===== src/sv/strided_histogram_with_find_defines.svh =====
`ifndef STRIDED_HISTOGRAM_WITH_FIND_DEFINES_SVH
`define STRIDED_HISTOGRAM_WITH_FIND_DEFINES_SVH

// same-cycle implication, checked on every clock once reset is released
`define SHWF_ASSERT_NOW(lbl, ante, cons) \
    lbl: assert property (@(posedge i_clk) disable iff (!i_rst_n) (ante) |-> (cons)) \
        else $error("shwf: same-cycle check failed");

// next-cycle implication
`define SHWF_ASSERT_NEXT(lbl, ante, cons) \
    lbl: assert property (@(posedge i_clk) disable iff (!i_rst_n) (ante) |=> (cons)) \
        else $error("shwf: next-cycle check failed");

`endif


===== src/sv/shwf_pkg.sv =====
`timescale 1ns / 1ps

package shwf_pkg;

    localparam int TABLE_DEPTH = 1048576;
    localparam int ADDR_W      = $clog2(TABLE_DEPTH);
    localparam int CNT_W       = $clog2(TABLE_DEPTH + 1);
    localparam int FIELD_W     = 21;
    localparam int COUNT_W     = 8;
    localparam int IDX_W       = FIELD_W + 1;
    localparam int PROD_W      = 2 * FIELD_W + 1;

    localparam logic OP_ADD  = 1'b0;
    localparam logic OP_FIND = 1'b1;

    typedef struct packed {
        logic               opcode;
        logic [FIELD_W-1:0] range_start;
        logic [FIELD_W-1:0] range_end;
        logic [FIELD_W-1:0] multiplier;
        logic [COUNT_W-1:0] target_count;
    } t_item;

    typedef struct packed {
        logic               found;
        logic [FIELD_W-1:0] position_doubled;
        logic               dropped;
    } t_result;

    typedef struct packed {
        logic               we;
        logic [ADDR_W-1:0]  waddr;
        logic [COUNT_W-1:0] wdata;
        logic [ADDR_W-1:0]  raddr;
    } t_mem_req;

    // twice the entry position, kept to the field width
    function automatic logic [FIELD_W-1:0] double_pos(input logic [ADDR_W-1:0] pos);
        logic [ADDR_W+FIELD_W:0] w;
        w = {{(FIELD_W + 1){1'b0}}, pos} << 1;
        return w[FIELD_W-1:0];
    endfunction

endpackage


===== src/sv/shwf_seq.sv =====
`timescale 1ns / 1ps

module shwf_seq (
    input  logic                          i_clk,
    input  logic                          i_rst_n,
    input  logic                          i_item_valid,
    output logic                          o_item_ready,
    input  shwf_pkg::t_item               i_item,
    output logic                          o_done,
    input  logic                          i_take,
    output shwf_pkg::t_result             o_result,
    output shwf_pkg::t_mem_req            o_mem,
    input  logic [shwf_pkg::COUNT_W-1:0]  i_rdata
);

    localparam logic [2:0] S_CLEAR = 3'd0;
    localparam logic [2:0] S_IDLE  = 3'd1;
    localparam logic [2:0] S_WALK  = 3'd2;
    localparam logic [2:0] S_SCAN  = 3'd3;
    localparam logic [2:0] S_DONE  = 3'd4;

    localparam int AW = shwf_pkg::ADDR_W;
    localparam int CW = shwf_pkg::CNT_W;
    localparam int PW = shwf_pkg::PROD_W;
    localparam int IW = shwf_pkg::IDX_W;
    localparam int FW = shwf_pkg::FIELD_W;
    localparam int DW = shwf_pkg::COUNT_W;

    logic [2:0]        r_state,  n_state;
    shwf_pkg::t_item   r_item,   n_item;
    logic [PW-1:0]     r_prod,   n_prod;
    logic [IW-1:0]     r_idx,    n_idx;
    logic [CW-1:0]     r_cnt,    n_cnt;
    logic              r_drop,   n_drop;
    logic              r_found,  n_found;
    logic [AW-1:0]     r_pos,    n_pos;
    logic              r_p_valid, n_p_valid;
    logic [AW-1:0]     r_p_addr, n_p_addr;
    logic              r_w_valid, n_w_valid;
    logic [AW-1:0]     r_w_addr, n_w_addr;
    logic [DW-1:0]     r_w_data, n_w_data;

    logic [2*FW-1:0]   start_prod;
    logic [PW-2:0]     addr_half;
    logic              in_table;
    logic [DW-1:0]     rmw_value;
    logic              match;

    assign start_prod = i_item.range_start * i_item.multiplier;
    assign addr_half  = r_prod[PW-1:1];
    assign in_table   = addr_half < (PW - 1)'(shwf_pkg::TABLE_DEPTH);
    // the write of the previous cycle is not yet in the read data
    assign rmw_value  = (r_w_valid && (r_w_addr == r_p_addr)) ? r_w_data : i_rdata;
    assign match      = r_p_valid && (i_rdata == r_item.target_count);

    always_comb begin
        n_state   = r_state;
        n_item    = r_item;
        n_prod    = r_prod;
        n_idx     = r_idx;
        n_cnt     = r_cnt;
        n_drop    = r_drop;
        n_found   = r_found;
        n_pos     = r_pos;
        n_p_valid = 1'b0;
        n_p_addr  = r_p_addr;
        n_w_valid = 1'b0;
        n_w_addr  = r_w_addr;
        n_w_data  = r_w_data;
        o_item_ready = 1'b0;
        o_done       = 1'b0;
        o_mem.we     = 1'b0;
        o_mem.waddr  = r_p_addr;
        o_mem.wdata  = rmw_value + DW'(1);
        o_mem.raddr  = '0;

        // increment stage: the entry read last cycle is written back
        if (r_p_valid && (r_item.opcode == shwf_pkg::OP_ADD)) begin
            o_mem.we  = 1'b1;
            n_w_valid = 1'b1;
            n_w_addr  = r_p_addr;
            n_w_data  = o_mem.wdata;
        end

        case (r_state)
            S_CLEAR: begin
                o_mem.we    = 1'b1;
                o_mem.waddr = r_cnt[AW-1:0];
                o_mem.wdata = '0;
                n_cnt       = r_cnt + CW'(1);
                if (r_cnt == CW'(shwf_pkg::TABLE_DEPTH - 1)) begin
                    n_state = S_IDLE;
                end
            end
            S_IDLE: begin
                o_item_ready = 1'b1;
                if (i_item_valid) begin
                    n_item  = i_item;
                    n_prod  = {{(PW - 2 * FW){1'b0}}, start_prod};
                    n_idx   = {1'b0, i_item.range_start};
                    n_cnt   = '0;
                    n_drop  = 1'b0;
                    n_found = 1'b0;
                    n_pos   = '0;
                    n_state = (i_item.opcode == shwf_pkg::OP_ADD) ? S_WALK : S_SCAN;
                end
            end
            S_WALK: begin
                if (r_idx > {1'b0, r_item.range_end}) begin
                    n_state = S_DONE;
                end else begin
                    if (in_table) begin
                        o_mem.raddr = addr_half[AW-1:0];
                        n_p_valid   = 1'b1;
                        n_p_addr    = addr_half[AW-1:0];
                    end else begin
                        n_drop = 1'b1;
                    end
                    n_idx  = r_idx + IW'(2);
                    n_prod = r_prod + {{(PW - FW - 1){1'b0}}, r_item.multiplier, 1'b0};
                end
            end
            S_SCAN: begin
                if (match) begin
                    n_found = 1'b1;
                    n_pos   = r_p_addr;
                    n_state = S_DONE;
                end else if (r_cnt == CW'(shwf_pkg::TABLE_DEPTH)) begin
                    if (!r_p_valid) begin
                        n_state = S_DONE;
                    end
                end else begin
                    o_mem.raddr = r_cnt[AW-1:0];
                    n_p_valid   = 1'b1;
                    n_p_addr    = r_cnt[AW-1:0];
                    n_cnt       = r_cnt + CW'(1);
                end
            end
            S_DONE: begin
                o_done = 1'b1;
                if (i_take) begin
                    n_state = S_IDLE;
                end
            end
            default: begin
                n_state = S_IDLE;
            end
        endcase
    end

    always_ff @(posedge i_clk) begin
        if (!i_rst_n) begin
            r_state   <= S_CLEAR;
            r_cnt     <= '0;
            r_p_valid <= 1'b0;
            r_w_valid <= 1'b0;
        end else begin
            r_state   <= n_state;
            r_cnt     <= n_cnt;
            r_p_valid <= n_p_valid;
            r_w_valid <= n_w_valid;
        end
    end

    always_ff @(posedge i_clk) begin
        r_item   <= n_item;
        r_prod   <= n_prod;
        r_idx    <= n_idx;
        r_drop   <= n_drop;
        r_found  <= n_found;
        r_pos    <= n_pos;
        r_p_addr <= n_p_addr;
        r_w_addr <= n_w_addr;
        r_w_data <= n_w_data;
    end

    assign o_result.found            = r_found;
    assign o_result.position_doubled = shwf_pkg::double_pos(r_pos);
    assign o_result.dropped          = r_drop;

endmodule


===== config.mk =====
export PLATFORM = sky130hd
export DESIGN_NAME = shwf_seq
export DESIGN_NICKNAME = d
export VERILOG_FILES = /design/src/sv/strided_histogram_with_find_defines.svh /design/src/sv/shwf_pkg.sv /design/src/sv/shwf_seq.sv
export SDC_FILE = /design/constraint.sdc
export NUM_CORES = 2
export LEC_CHECK = 0
export ABC_AREA = 1
export BUFFER_PORTS_ARGS = -buffer_cell sky130_fd_sc_hd__buf_4
export CAP_MARGIN = 10
export CORE_MARGIN = 4
export CORE_UTILIZATION = 60
export CTS_BUF_LIST = sky130_fd_sc_hd__clkbuf_8
export DETAILED_ROUTE_END_ITERATION = 8
export MAX_ROUTING_LAYER = met4
export PLACE_DENSITY_LB_ADDON = 0.1
export SLEW_MARGIN = 0
export SYNTH_ARGS = -nofsm -noshare
export SYNTH_HDL_FRONTEND = slang
export SYNTH_SLANG_ARGS = --single-unit

===== constraint.sdc =====
create_clock -name i_clk -period 9.73 [get_ports i_clk]
set_clock_uncertainty 0.15 [all_clocks]
set_input_delay 1.946 -clock i_clk [delete_from_list [all_inputs] [get_ports i_clk]]
set_output_delay 1.946 -clock i_clk [all_outputs]
set_load 0.005 [all_outputs]

==> results_dict.tcl <==
set metrics [dict create \
    setup.worst_path.end_class "flip-flop" \
    synth.area.top_cells "fa_1, edfxtp_1, nand2_1, inv_1, ha_1" \
    floorplan.core_area_um2 45600 \
    final_net_count 4337 \
    synthDominantCellAreaShare 0.259 \
    via_per_inst 5.56 \
    core.rowCount 78 \
    number_of_synthesized_flops_with_an_enable_pin 185 \
    final.setup.tns_ns 0 \
    critical_path_source_type "input pin" \
    synth.avg_cell_area_um2 7.68 \
    slew-limit-headroom 0.289 \
    cts-buffers-inserted 39 \
    initial_antenna_violation_count 3 \
    fp.dieArea_um2 49800 \
    hpwl_um 64700 \
    post-cts-setup-buffer-count 0 \
    fraction_of_registers_with_async_set_reset 0 \
    worst_ep_required_time_ns 9.92 \
    die-height_um 223 \
    gp_congestion 0.980 \
    yosys_most_used_dff "edfxtp_1" \
    drt-initial-drc-count 1857 \
    first_global_vias 25500 \
    port_buffers 156 \
    share_of_layout_cells_above_drive_strength_1 0.0722 \
    status "finished clean" \
    final_min_period_over_clock_period 0.802 \
    grt_pass1_wl_um 135000 \
    rsz0062_at_grt "no" \
    track_usage 0.356 \
    cell_type_with_the_largest_total_area_after_synthesis "fa_1" \
    ys_ff_latch 211 \
    htree_num_levels 2 \
    synthesis_warning_total 0 \
    timing.critical_path.arrival_ns 8.00 \
    setup_viol 0 \
    flow.area_growth_from_synthesis_pct 8.05 \
    finalCriticalPeriod_ns 7.81 \
    hold_class "flip-flop to flip-flop" \
    post_synth_most_frequent_cells "nand2_1, inv_1, fa_1" \
    synth_sequential_area_ratio 0.219 \
    path_type_of_the_worst_setup_path "input pin to flip-flop" \
    path_clk_slew_ns 0.06 \
    floorplan.io_pins 158 \
    num_vias 24100 \
    cts-resized-gates 0 \
    avgRoutedWirePerCell_um 19.4 \
    routed_wirelength_um 84000 \
    pin_count_of_the_biggest_net_entering_global_routing 85 \
    drv_cap 0 \
    drt_pre_antenna_iters 6 \
    clkLatencyLatePin_ns 0.60 \
    worst-slew-pin-transition_ns 1.06 \
    synthesis.nets 4261 \
    ant_nets_after_route 0 \
    slew_limit_fails 0 \
    drc_violation_count_after_routing 0 \
    tritoncts "yes" \
    clk_path_buf_depth 3 \
    finalHoldViolations 0 \
    cts.sink_count 211 \
    post_synth_instance_area_um2 27800 \
    cts_root_buf "clkbuf_8" \
    achievable-frequency_mhz 128 \
    most_numerous_cell_in_the_yosys_netlist "nand2_1" \
    gr-total-overflow 0 \
    dieWidth_um 223 \
    starting_density_of_the_core 0.610 \
    crit_path_max_fanout 22 \
    yosys.cell_types.count 50 \
    cts-hold-fix-buffers 0 \
    synthCells 3620 \
]
[per-stage QoR]
stage / cell area [um2] / hold slack [ns] / instances / utilization / setup WS (ns)
2_1_floorplan: 27800 / 0.289 / 3620 / - / 1.95
3_3_place_gp: 29300 / 0.333 / 4255 / 0.642 / 1.33
3_5_place_dp: 29300 / 0.339 / 4255 / 0.642 / 1.37
4_1_cts: 30000 / 0.355 / 4324 / 0.659 / 2.00
5_1_grt: 30000 / 0.381 / 4326 / 0.659 / 1.55
6_report: 30000 / 0.364 / 4326 / 0.659 / 1.92
[kinds of logic (layout without fill, tap and decap cells)]
group           Yosys count  in the layout  synth area share
compound gates          323            323            0.0620
xor+xnor                 62             62            0.0195
fa+ha+maj               557            557             0.348
buf+inv                1012           1116             0.138
flops                   211            211             0.219
other cells               1              3          0.000135
simple gates           1454           1454             0.214
[final cells by class]
cell class                      instances  area, um2
Multi-Input combinational cell       2397      17900
Fill cell                            3910      15500
Tap cell                              600        751
Inverter                              884       3320
Sequential cell                       211       6080
Antenna cell                            2       5.00
Clock buffer                           40        551
Timing Repair Buffer                  163       1220
Clock inverter                         29        213
[registers in the layout, summed over array words and instances, names as in the netlist]
| signal | flops |
|---|---|
| r_item | 51 |
| r_found | 1 |
| r_w_data | 8 |
| r_state | 3 |
| r_cnt | 21 |
| r_drop | 1 |
| r_p_addr | 20 |
| r_prod | 42 |
| r_w_addr | 20 |
| r_pos | 20 |
| r_w_valid | 1 |
| r_p_valid | 1 |
| r_idx | 22 |
[per-layer routing]
layer,track usage,vias to the layer above,routed length [um]
met1,0.407,11500,30400
met4,0.189,0,5380
met5,-,-,0
li1,-,11100,-
met3,0.0661,308,7050
met2,0.597,1156,41200
[path summary, 6_finish.rpt]
path | from | endpoint | slack [ns] | depth (start not counted)
worst max-delay path | i_item[20] | r_prod[32] | 1.92 | 26
worst min-delay path | r_p_addr[0] | r_w_addr[0] | 0.36 | 0
worst max register to register | r_idx[17] | r_p_addr[1] | 5.70 | 11
worst min register to register | r_p_addr[0] | r_w_addr[0] | 0.36 | 0
[cell usage in the layout, fill, tap and decap left out, types with 4 or more instances in the layout]
| cell type | count |
|---|---|
| a31oi_1 | 8 |
| nor2_1 | 190 |
| xnor2_1 | 20 |
| nor2_4 | 6 |
| o211ai_1 | 6 |
| o21a_1 | 6 |
| buf_4 | 163 |
| nand3b_1 | 9 |
| or2_1 | 4 |
| clkinv_1 | 9 |
| edfxtp_1 | 185 |
| clkbuf_8 | 40 |
| inv_1 | 879 |
| inv_2 | 13 |
| nand2_2 | 6 |
| o21bai_1 | 8 |
| a21oi_1 | 134 |
| ha_1 | 198 |
| nor3_1 | 33 |
| or2_2 | 9 |
| xor2_1 | 42 |
| nand4_1 | 33 |
| fa_1 | 359 |
| nand3_1 | 93 |
| a21o_1 | 5 |
| clkinv_2 | 4 |
| o21ai_0 | 138 |
| o21ai_1 | 6 |
| nor4_1 | 14 |
| dfxtp_1 | 26 |
| nand2_1 | 1034 |
| nor2_2 | 8 |
| clkinvlp_4 | 4 |
[critical path, cell delays in order]
cell and delay, ns:
buf_4 0.33, nand2_1 0.14, fa_1 0.56, inv_1 0.06, fa_1 0.49, inv_1 0.05, fa_1 0.54, inv_1 0.05
fa_1 0.50, fa_1 0.43, fa_1 0.51, inv_1 0.05, fa_1 0.47, inv_1 0.04, ha_1 0.38, nand2_1 0.12
nor2_1 0.15, inv_1 0.08, nor3_1 0.25, nand4_1 0.18, nand3_1 0.22, nand3_1 0.14, nand2_1 0.09, nand2_1 0.05
nand3_1 0.06, nand2_1 0.06
Power is left out: the tool's default activity adds up to more than one toggle a clock period on the data nets, which glitch-free logic cannot reach.
